**src/rtl/core/igi_pkg.sv**
```systemverilog
`timescale 1ns / 1ps
`default_nettype none
// ----------------------------------------------------------------------------
// igi_pkg
// Shared types and constants of the inverse gamma interpolator: beat
// layouts, command and region codes, and the microcode control word.
// ----------------------------------------------------------------------------
package igi_pkg;

    // default geometry
    localparam int TABLE_ENTRIES_DEF = 256;
    localparam int FRACTION_BITS_DEF = 8;

    // command codes
    localparam logic CMD_LOAD  = 1'b0;
    localparam logic CMD_QUERY = 1'b1;

    // region codes
    localparam logic [1:0] REGION_BELOW  = 2'd0;
    localparam logic [1:0] REGION_ABOVE  = 2'd1;
    localparam logic [1:0] REGION_FLAT   = 2'd2;
    localparam logic [1:0] REGION_INTERP = 2'd3;

    // input beat
    typedef struct packed {
        logic       command;
        logic [7:0] entry_index;
        logic [7:0] entry_value;
        logic [7:0] level;
    } t_in_beat;

    // output beat
    typedef struct packed {
        logic [7:0]  channel;
        logic [15:0] position_fixed;
        logic [1:0]  region;
    } t_out_beat;

    // microprogram step index
    typedef logic [3:0] t_step;

    // table read address source
    typedef enum logic [1:0] {
        ADDR_ZERO,
        ADDR_ONE,
        ADDR_LAST,
        ADDR_NEXT
    } t_addr_sel;

    // datapath action of one step
    typedef enum logic [3:0] {
        OP_NONE,
        OP_LATCH_H,
        OP_BELOW,
        OP_ABOVE,
        OP_SEARCH,
        OP_PREP,
        OP_DIV,
        OP_FINISH,
        OP_EMIT
    } t_op;

    // jump condition
    typedef enum logic [2:0] {
        COND_NEVER,
        COND_NO_QUERY,
        COND_BELOW,
        COND_ABOVE,
        COND_SEARCH,
        COND_FLAT,
        COND_DIV,
        COND_OUT_BUSY
    } t_cond;

    // one microcode word
    typedef struct packed {
        logic      accept;
        t_addr_sel addr_sel;
        t_op       op;
        t_cond     cond;
        t_step     target;
        t_step     next;
    } t_ctrl;

    // datapath status seen by the sequencer
    typedef struct packed {
        logic query_in;
        logic below;
        logic above;
        logic search_more;
        logic flat;
        logic div_more;
        logic out_busy;
    } t_flags;

endpackage : igi_pkg
`default_nettype wire

```
**src/rtl/core/igi_seq.sv**
```systemverilog
`timescale 1ns / 1ps
`default_nettype none
// ----------------------------------------------------------------------------
// igi_seq
// Microcode sequencer: a step counter addresses a small read-only program,
// each word drives the datapath and picks the next step by a condition.
// ----------------------------------------------------------------------------
module igi_seq
    import igi_pkg::*;
(
    input  wire logic   i_clk,
    input  wire logic   i_rst_n,
    input  wire t_flags i_flags,
    output t_ctrl       o_ctrl
);

    // program steps
    localparam t_step STEP_IDLE       = 4'd0;
    localparam t_step STEP_RD_FIRST   = 4'd1;
    localparam t_step STEP_TEST_FIRST = 4'd2;
    localparam t_step STEP_TEST_LAST  = 4'd3;
    localparam t_step STEP_SEARCH     = 4'd4;
    localparam t_step STEP_PREP       = 4'd5;
    localparam t_step STEP_DIV        = 4'd6;
    localparam t_step STEP_FINISH     = 4'd7;
    localparam t_step STEP_OUT        = 4'd8;

    // control store
    function automatic t_ctrl f_rom(input t_step step);
        t_ctrl w;
        w = '{accept: 1'b0, addr_sel: ADDR_ZERO, op: OP_NONE, cond: COND_NEVER,
              target: STEP_IDLE, next: STEP_IDLE};
        case (step)
            STEP_IDLE: begin
                w.accept = 1'b1;
                w.op     = OP_LATCH_H;
                w.cond   = COND_NO_QUERY;
                w.target = STEP_IDLE;
                w.next   = STEP_RD_FIRST;
            end
            STEP_RD_FIRST: begin
                w.addr_sel = ADDR_ZERO;
                w.next     = STEP_TEST_FIRST;
            end
            STEP_TEST_FIRST: begin
                w.addr_sel = ADDR_LAST;
                w.op       = OP_BELOW;
                w.cond     = COND_BELOW;
                w.target   = STEP_OUT;
                w.next     = STEP_TEST_LAST;
            end
            STEP_TEST_LAST: begin
                w.addr_sel = ADDR_ONE;
                w.op       = OP_ABOVE;
                w.cond     = COND_ABOVE;
                w.target   = STEP_OUT;
                w.next     = STEP_SEARCH;
            end
            STEP_SEARCH: begin
                w.addr_sel = ADDR_NEXT;
                w.op       = OP_SEARCH;
                w.cond     = COND_SEARCH;
                w.target   = STEP_SEARCH;
                w.next     = STEP_PREP;
            end
            STEP_PREP: begin
                w.op     = OP_PREP;
                w.cond   = COND_FLAT;
                w.target = STEP_OUT;
                w.next   = STEP_DIV;
            end
            STEP_DIV: begin
                w.op     = OP_DIV;
                w.cond   = COND_DIV;
                w.target = STEP_DIV;
                w.next   = STEP_FINISH;
            end
            STEP_FINISH: begin
                w.op   = OP_FINISH;
                w.next = STEP_OUT;
            end
            STEP_OUT: begin
                w.op     = OP_EMIT;
                w.cond   = COND_OUT_BUSY;
                w.target = STEP_OUT;
                w.next   = STEP_IDLE;
            end
            default: begin
                w.next = STEP_IDLE;
            end
        endcase
        return w;
    endfunction

    t_step r_step;
    t_step n_step;
    logic  w_jump;

    assign o_ctrl = f_rom(r_step);

    // condition select
    always_comb begin
        case (o_ctrl.cond)
            COND_NEVER:    w_jump = 1'b0;
            COND_NO_QUERY: w_jump = !i_flags.query_in;
            COND_BELOW:    w_jump = i_flags.below;
            COND_ABOVE:    w_jump = i_flags.above;
            COND_SEARCH:   w_jump = i_flags.search_more;
            COND_FLAT:     w_jump = i_flags.flat;
            COND_DIV:      w_jump = i_flags.div_more;
            COND_OUT_BUSY: w_jump = i_flags.out_busy;
            default:       w_jump = 1'b0;
        endcase
        n_step = w_jump ? o_ctrl.target : o_ctrl.next;
    end

    // step counter
    always_ff @(posedge i_clk) begin
        if (!i_rst_n) begin
            r_step <= STEP_IDLE;
        end else begin
            r_step <= n_step;
        end
    end

endmodule : igi_seq
`default_nettype wire

```
**src/rtl/core/inverse_gamma_interpolator.sv**
```systemverilog
`timescale 1ns / 1ps
`default_nettype none
// Load beat: taken when idle, written to the table at the accepting edge.
// Query beat: at or below the first entry gives the below result, at or above
//   the last the above result, else a one-entry-per-cycle search and a
//   bit-per-cycle divider interpolate; next beat taken in the cycle after the
//   result register loads, which waits while the output stalls.
// Reset: sequencer returns to idle and output valid clears; table not cleared.
// ----------------------------------------------------------------------------
// inverse_gamma_interpolator
// Holds a gamma table and answers the inverse position of a level by linear
// search and linear interpolation, under a microcoded sequencer.
// ----------------------------------------------------------------------------
module inverse_gamma_interpolator
    import igi_pkg::*;
#(
    parameter int TABLE_ENTRIES = TABLE_ENTRIES_DEF,
    parameter int FRACTION_BITS = FRACTION_BITS_DEF
) (
    input  wire logic      i_clk,
    input  wire logic      i_rst_n,
    input  wire logic      i_in_valid,
    output logic           o_in_ready,
    input  wire t_in_beat  i_in_beat,
    output logic           o_out_valid,
    input  wire logic      i_out_ready,
    output t_out_beat      o_out_beat
);

    localparam int IW   = $clog2(TABLE_ENTRIES);
    localparam int LAST = TABLE_ENTRIES - 1;
    localparam int FB   = FRACTION_BITS;
    localparam int PW   = (IW + FB + 1 > 17) ? IW + FB + 1 : 17;
    localparam int CHW  = (IW + 1 > 9) ? IW + 1 : 9;
    localparam int CW   = $clog2(FB + 1);
    localparam int POS_LAST_INT = LAST * (2 ** FB);
    localparam logic [7:0]  CHAN_LAST_SAT = 8'((LAST > 255) ? 255 : LAST);
    localparam logic [15:0] POS_LAST_SAT  =
        16'((POS_LAST_INT > 65535) ? 65535 : POS_LAST_INT);
    localparam logic [PW-1:0]  POS_LAST_W  = PW'(LAST) << FB;
    localparam logic [CHW-1:0] CHAN_LAST_W = CHW'(LAST);

    t_ctrl  w_ctrl;
    t_flags w_flags;

    // table and read port
    logic [7:0]    r_table [TABLE_ENTRIES];
    logic [7:0]    r_rd;
    logic [IW-1:0] w_rd_addr;
    logic [IW:0]   w_next2;
    logic          w_wr_en;

    // datapath registers
    logic [7:0]    r_h;
    logic [7:0]    r_lo;
    logic [7:0]    r_hi;
    logic [IW-1:0] r_i;
    logic [7:0]    r_den;
    logic [7:0]    r_rem;
    logic [FB:0]   r_q;
    logic          r_round;
    logic [CW-1:0] r_cnt;
    t_out_beat     r_res;
    t_out_beat     r_out;
    logic          r_out_valid;
    logic          n_out_valid;

    logic          w_in_take;
    logic [7:0]    w_num_raw;
    logic [7:0]    w_den;
    logic [7:0]    w_num;
    logic [8:0]    w_rem2;
    logic          w_sub;
    logic [PW-1:0] w_i_pos;
    logic [PW-1:0] w_pos;
    logic [PW-1:0] w_pos_c;
    logic [CHW-1:0] w_chan;
    logic [CHW-1:0] w_chan_c;
    logic [15:0]   w_flat_pos;
    logic [7:0]    w_flat_chan;

    // sequencer
    igi_seq u_seq (
        .i_clk   (i_clk),
        .i_rst_n (i_rst_n),
        .i_flags (w_flags),
        .o_ctrl  (w_ctrl)
    );

    assign o_in_ready = w_ctrl.accept;
    assign w_in_take  = i_in_valid && w_ctrl.accept;
    assign w_wr_en    = w_in_take && (i_in_beat.command == CMD_LOAD) &&
                        (32'(i_in_beat.entry_index) < TABLE_ENTRIES);

    // status back to the sequencer
    always_comb begin
        w_flags.query_in    = i_in_valid && (i_in_beat.command == CMD_QUERY);
        w_flags.below       = r_h <= r_rd;
        w_flags.above       = r_h >= r_rd;
        w_flags.search_more = (r_rd < r_h) && (r_i != IW'(LAST - 1));
        w_flags.flat        = r_hi == r_lo;
        w_flags.div_more    = r_cnt != CW'(1);
        w_flags.out_busy    = r_out_valid && !i_out_ready;
    end

    // read address select, next address saturates at the last entry
    assign w_next2 = {1'b0, r_i} + (IW + 1)'(2);
    always_comb begin
        case (w_ctrl.addr_sel)
            ADDR_ZERO: w_rd_addr = '0;
            ADDR_ONE:  w_rd_addr = IW'(1);
            ADDR_LAST: w_rd_addr = IW'(LAST);
            ADDR_NEXT: w_rd_addr = (w_next2 > (IW + 1)'(LAST)) ? IW'(LAST)
                                                               : w_next2[IW-1:0];
            default:   w_rd_addr = '0;
        endcase
    end

    // table write and registered read
    always_ff @(posedge i_clk) begin
        if (w_wr_en) begin
            r_table[IW'(i_in_beat.entry_index)] <= i_in_beat.entry_value;
        end
        r_rd <= r_table[w_rd_addr];
    end

    // segment operands, numerator clamped to the divisor
    always_comb begin
        w_num_raw = (r_h > r_lo) ? r_h - r_lo : 8'd0;
        w_den     = (r_hi > r_lo) ? r_hi - r_lo : 8'd1;
        w_num     = (w_num_raw > w_den) ? w_den : w_num_raw;
    end

    // restoring divide step
    assign w_rem2 = {r_rem, 1'b0};
    assign w_sub  = w_rem2 >= {1'b0, r_den};

    // fixed point and channel results with clamp and field saturation
    always_comb begin
        w_i_pos     = PW'(r_i) << FB;
        w_pos       = w_i_pos + PW'(r_q);
        w_pos_c     = (w_pos > POS_LAST_W) ? POS_LAST_W : w_pos;
        w_chan      = CHW'(r_i) + CHW'(r_round);
        w_chan_c    = (w_chan > CHAN_LAST_W) ? CHAN_LAST_W : w_chan;
        w_flat_pos  = (w_i_pos > PW'(16'hFFFF)) ? 16'hFFFF : w_i_pos[15:0];
        w_flat_chan = (CHW'(r_i) > CHW'(255)) ? 8'd255 : 8'(r_i);
    end

    // datapath actions
    always_ff @(posedge i_clk) begin
        case (w_ctrl.op)
            OP_LATCH_H: begin
                if (w_in_take) begin
                    r_h <= i_in_beat.level;
                end
            end
            OP_BELOW: begin
                r_lo  <= r_rd;
                r_res <= '{channel: 8'd0, position_fixed: 16'd0,
                           region: REGION_BELOW};
            end
            OP_ABOVE: begin
                r_i   <= '0;
                r_res <= '{channel: CHAN_LAST_SAT, position_fixed: POS_LAST_SAT,
                           region: REGION_ABOVE};
            end
            OP_SEARCH: begin
                r_hi <= r_rd;
                if (w_flags.search_more) begin
                    r_i  <= r_i + IW'(1);
                    r_lo <= r_rd;
                end
            end
            OP_PREP: begin
                r_den   <= w_den;
                r_rem   <= (w_num == w_den) ? 8'd0 : w_num;
                r_q     <= (FB + 1)'(w_num == w_den);
                r_round <= {w_num, 1'b0} >= {1'b0, w_den};
                r_cnt   <= CW'(FB);
                r_res   <= '{channel: w_flat_chan, position_fixed: w_flat_pos,
                             region: REGION_FLAT};
            end
            OP_DIV: begin
                r_q   <= {r_q[FB-1:0], w_sub};
                r_rem <= w_sub ? 8'(w_rem2 - {1'b0, r_den}) : r_rem << 1;
                r_cnt <= r_cnt - CW'(1);
            end
            OP_FINISH: begin
                r_res.channel        <= (w_chan_c > CHW'(255)) ? 8'd255
                                                               : w_chan_c[7:0];
                r_res.position_fixed <= (w_pos_c > PW'(16'hFFFF)) ? 16'hFFFF
                                                                  : w_pos_c[15:0];
                r_res.region         <= REGION_INTERP;
            end
            OP_EMIT: begin
                if (!w_flags.out_busy) begin
                    r_out <= r_res;
                end
            end
            default: begin
            end
        endcase
    end

    // output register valid
    always_comb begin
        n_out_valid = r_out_valid;
        if (w_ctrl.op == OP_EMIT && !w_flags.out_busy) begin
            n_out_valid = 1'b1;
        end else if (i_out_ready) begin
            n_out_valid = 1'b0;
        end
    end

    always_ff @(posedge i_clk) begin
        if (!i_rst_n) begin
            r_out_valid <= 1'b0;
        end else begin
            r_out_valid <= n_out_valid;
        end
    end

    assign o_out_valid = r_out_valid;
    assign o_out_beat  = r_out;

endmodule : inverse_gamma_interpolator
`default_nettype wire

```
**config.mk**
```make
export PLATFORM = sky130hd
export DESIGN_NAME = inverse_gamma_interpolator
export DESIGN_NICKNAME = d
export VERILOG_FILES = /design/src/rtl/core/igi_pkg.sv /design/src/rtl/core/igi_seq.sv /design/src/rtl/core/inverse_gamma_interpolator.sv
export SDC_FILE = /design/constraint.sdc
export NUM_CORES = 2
export LEC_CHECK = 0
export ABC_AREA = 0
export BUFFER_PORTS_ARGS = -buffer_cell sky130_fd_sc_hd__clkbuf_2
export CORE_MARGIN = 2
export CORE_UTILIZATION = 25
export DETAILED_ROUTE_END_ITERATION = 8
export SLEW_MARGIN = 20
export SYNTH_ARGS = -nofsm -noshare
export SYNTH_HDL_FRONTEND = slang
export SYNTH_SLANG_ARGS = --single-unit
```
**constraint.sdc**
```tcl
create_clock -name i_clk -period 4.5 [get_ports i_clk]
set_clock_uncertainty 0.05 [all_clocks]
set_input_delay 0.225 -clock i_clk [delete_from_list [all_inputs] [get_ports i_clk]]
set_output_delay 0.225 -clock i_clk [all_outputs]
set_load 0.005 [all_outputs]
```
==> out/metrics.cfg <==
[power_and_ir_drop]
vdd_drop_max_mv = 0.367
powerDensity_mw_per_mm2 = 512
p_int_w = 0.0374
swShare_pct = 31.8
pwr-share-comb_pct = 26.5
pwr-share-seq_pct = 41.3
power_w = 0.0548
clkPwrFrac_pct = 32.1
power_leakage_nw = 36.5
p_switching_w = 0.0174

[routing]
vias_per_cell = 5.02
vias = 60800
postRouteAntennaNets = 0
firstDrtPassIters = 7
drcViolationCount = 0
wl_mm = 285
avgRoutedWirePerCell_um = 23.5
drt_iter0_drc = 8139

[layout]
syn_to_final_growth_pct = 19.7
stdcell_count = 12100
drive_gt1_share_pct = 15.5
n_fill_cell = 35200
fin_nets = 7273

[placement]
gp_congestion = 0.889
placed_cells = 11700
dp_hpwl_mm = 181
port_buffers = 56

[setup_path]
worstSetupPathType = reg -> reg
cp.required_ps = 5030
cp.arrival_ps = 5340
path_max_fanout = 5
cpPeakStageDelay_ps = 360
crit_path_top_delay_cell = fa_2
rrSetupSlack_ps = -310
cp-start-kind = flip-flop
end_kind = flip-flop
cp_common_cell = o21ai_1

[clock_network]
clk_latency_ps = 920
numCtsBuffers = 221
cts-root-buf = clkbuf_16
htreeDepth = 4
cts_tree = done
cts_max_path_buffers = 4
path_clk_slew_ps = 60
clock_sinks = 2175

[sta]
clock.fmax_ghz = 0.208
tightest_slew_ps = 1250
rsz0062_at_grt = true
setup_tns_ps = -407
setup_viol = 3
finalCritPeriodShare_pct = 107
period_needed_ps = 4810
hold_viol_final = 0
worst_slack_ps = -309
slew_viol_final = 0
relSlewSlack_pct = 15.8

[die]
die_x_um = 602
start_util_pct = 25.1
die_y_um = 602
coreArea_mm2 = 0.356
rows = 219
die_area_mm2 = 0.363
ios = 57

[global_route]
use_met2_pct = 23.5
antenna_found_initial = 23
grt_max_degree = 188
use_met3_pct = 3.30
grt_pass1_vias = 57900
top_usage_layer = met2
gr-total-overflow = 0
grt_pass1_wl_mm = 410
grt_usage_pct = 15.1
grtUsageMet1_pct = 20.6

[yosys]
synth_flop_cell = edfxtp_1
synth_area_leader_cell = edfxtp_1
synthTopCellsByCount = 2162 x edfxtp_1, 1392 x nand2_1, 677 x nand3_1
synth_top_area_share_pct = 72.6
yosys_register_bits = 2175
syn_area_mm2 = 0.0895
synth_enable_flop_cells = 2162
ys_async_sr_fraction_pct = 0
syn_nets = 6741
yosysSeqAreaShare_pct = 72.9
synth.area.top_cells = edfxtp_1 73%, nand2_1 5.8%, nand3_1 3.8%
synth_area_per_cell_um2 = 13.5
yosys.cell_count.top_type = edfxtp_1
yosys.cell_types.count = 84
synth_warnings = 0
syn_inst = 6651

[worst_hold_path]
hold_class = in -> reg

[run_status]
violations = setup timing
status = finished with violations

[run]
maxCapViolCount = 0

[worst paths after layout]
check                startpoint         endpoint  cells after the start
hold / removal    i_in_beat[15]  r_table[131][7]                      1
hold reg to reg        r_res[2]    o_out_beat[2]                      0
setup reg to reg         r_h[0]          r_round                     29
setup / recovery         r_h[0]          r_round                     29
[critical path: cells and delay by family, from the launching register on]
family | cells | cell delay, ps
flip-flops | 1 | 350
buffers and inverters | 3 | 290
multiplexers | 1 | 210
adder cells (fa/ha/maj) | 4 | 960
AO/OA/AOI/OAI | 15 | 2000
AND/OR/NAND/NOR | 6 | 660
[placed cells by master, fill, tap and decap left out, types with 18 or more instances in the layout]
master	instances
a21oi_1	98
clkbuf_2	48
a2111oi_0	29
clkinv_2	37
nand3_1	672
nand2_1	1389
clkbuf_1	39
nand4_1	20
nor3_1	18
buf_12	75
a311oi_1	88
clkinv_1	57
buf_4	621
inv_1	59
nor2b_1	22
o21ai_0	124
a221oi_1	137
a31oi_1	119
and3_1	182
a22oi_1	20
nor2_1	337
clkbuf_16	222
mux2i_1	162
edfxtp_1	2162
a211oi_1	129
ha_1	56
[per-layer routing]
layer  vias to the layer above  share of wire [%]
li1                      26300                  -
met1                     30600                 41
met2                      3250                 45
met3                       576                 10
met4                        14                3.5
met5                         -              0.032
[power groups by stage]
stage	logic [W]	clock network, W	registers [W]
after global routing	0.0153	0.0186	0.0227
after global placement	0.0140	0	0.0231
after CTS	0.0142	0.0178	0.0226
final	0.0145	0.0176	0.0227
after floorplan	0.00736	0	0.0230
after detailed placement	0.0141	0	0.0231
[flip-flops by register name, indices dropped and copies added, names as in the netlist, 4 cells and up]
name          count
r_table        2048
o_out_beat       26
r_res            26
r_q               9
r_den             8
r_h               8
r_hi              8
r_i               8
r_lo              8
r_rd              8
r_rem             8
r_cnt             4
u_seq.r_step      4
[stage by stage]
step	util, %	area [um^2]	hold WS [ps]	setup slack (ps)
after floorplan	-	89500	274	-85.7
after global placement	28.1	99900	354	-583
after detailed placement	28.1	99900	356	-484
after CTS	30.0	107000	17.4	-302
after global routing	30.1	107000	4.00	-610
final	30.1	107000	23.1	-309
[cell type report]
cell class                      instances  area [um^2]  area share [%]
Antenna cell                            7         17.5          0.0164
Clock buffer                          263         5730            5.35
Clock inverter                        130         1050           0.977
Inverter                               59          221           0.207
Multi-Input combinational cell       3953        22200            20.7
Sequential cell                      2175        65200            60.9
Tap cell                             4751         5940            5.55
Timing Repair Buffer                  773         6750            6.30
[cells by family (layout without fill, tap and decap cells)]
| family | Yosys count | in the layout | share of synthesized area, % |
|---|---|---|---|
| AND/OR/NAND/NOR | 2720 | 2721 | 13.3 |
| adder cells (fa/ha/maj) | 61 | 61 | 0.878 |
| buffers and inverters | 524 | 1225 | 2.70 |
| XOR/XNOR | 24 | 24 | 0.235 |
| AO/OA/AOI/OAI | 968 | 968 | 7.89 |
| flip-flops | 2175 | 2175 | 72.9 |
| multiplexers | 179 | 179 | 2.18 |
| other | 0 | 7 | 0 |
[what timing repair did]
item,CTS,global route
cloned,1,0
endpoints found under the hold margin,217,0
resized for setup,5,22
endpoints found under the setup margin,3,11
hold buffers,16,0
buffers inserted,7,3
pin swaps,9,6
Power figures use the tool's default switching activity.
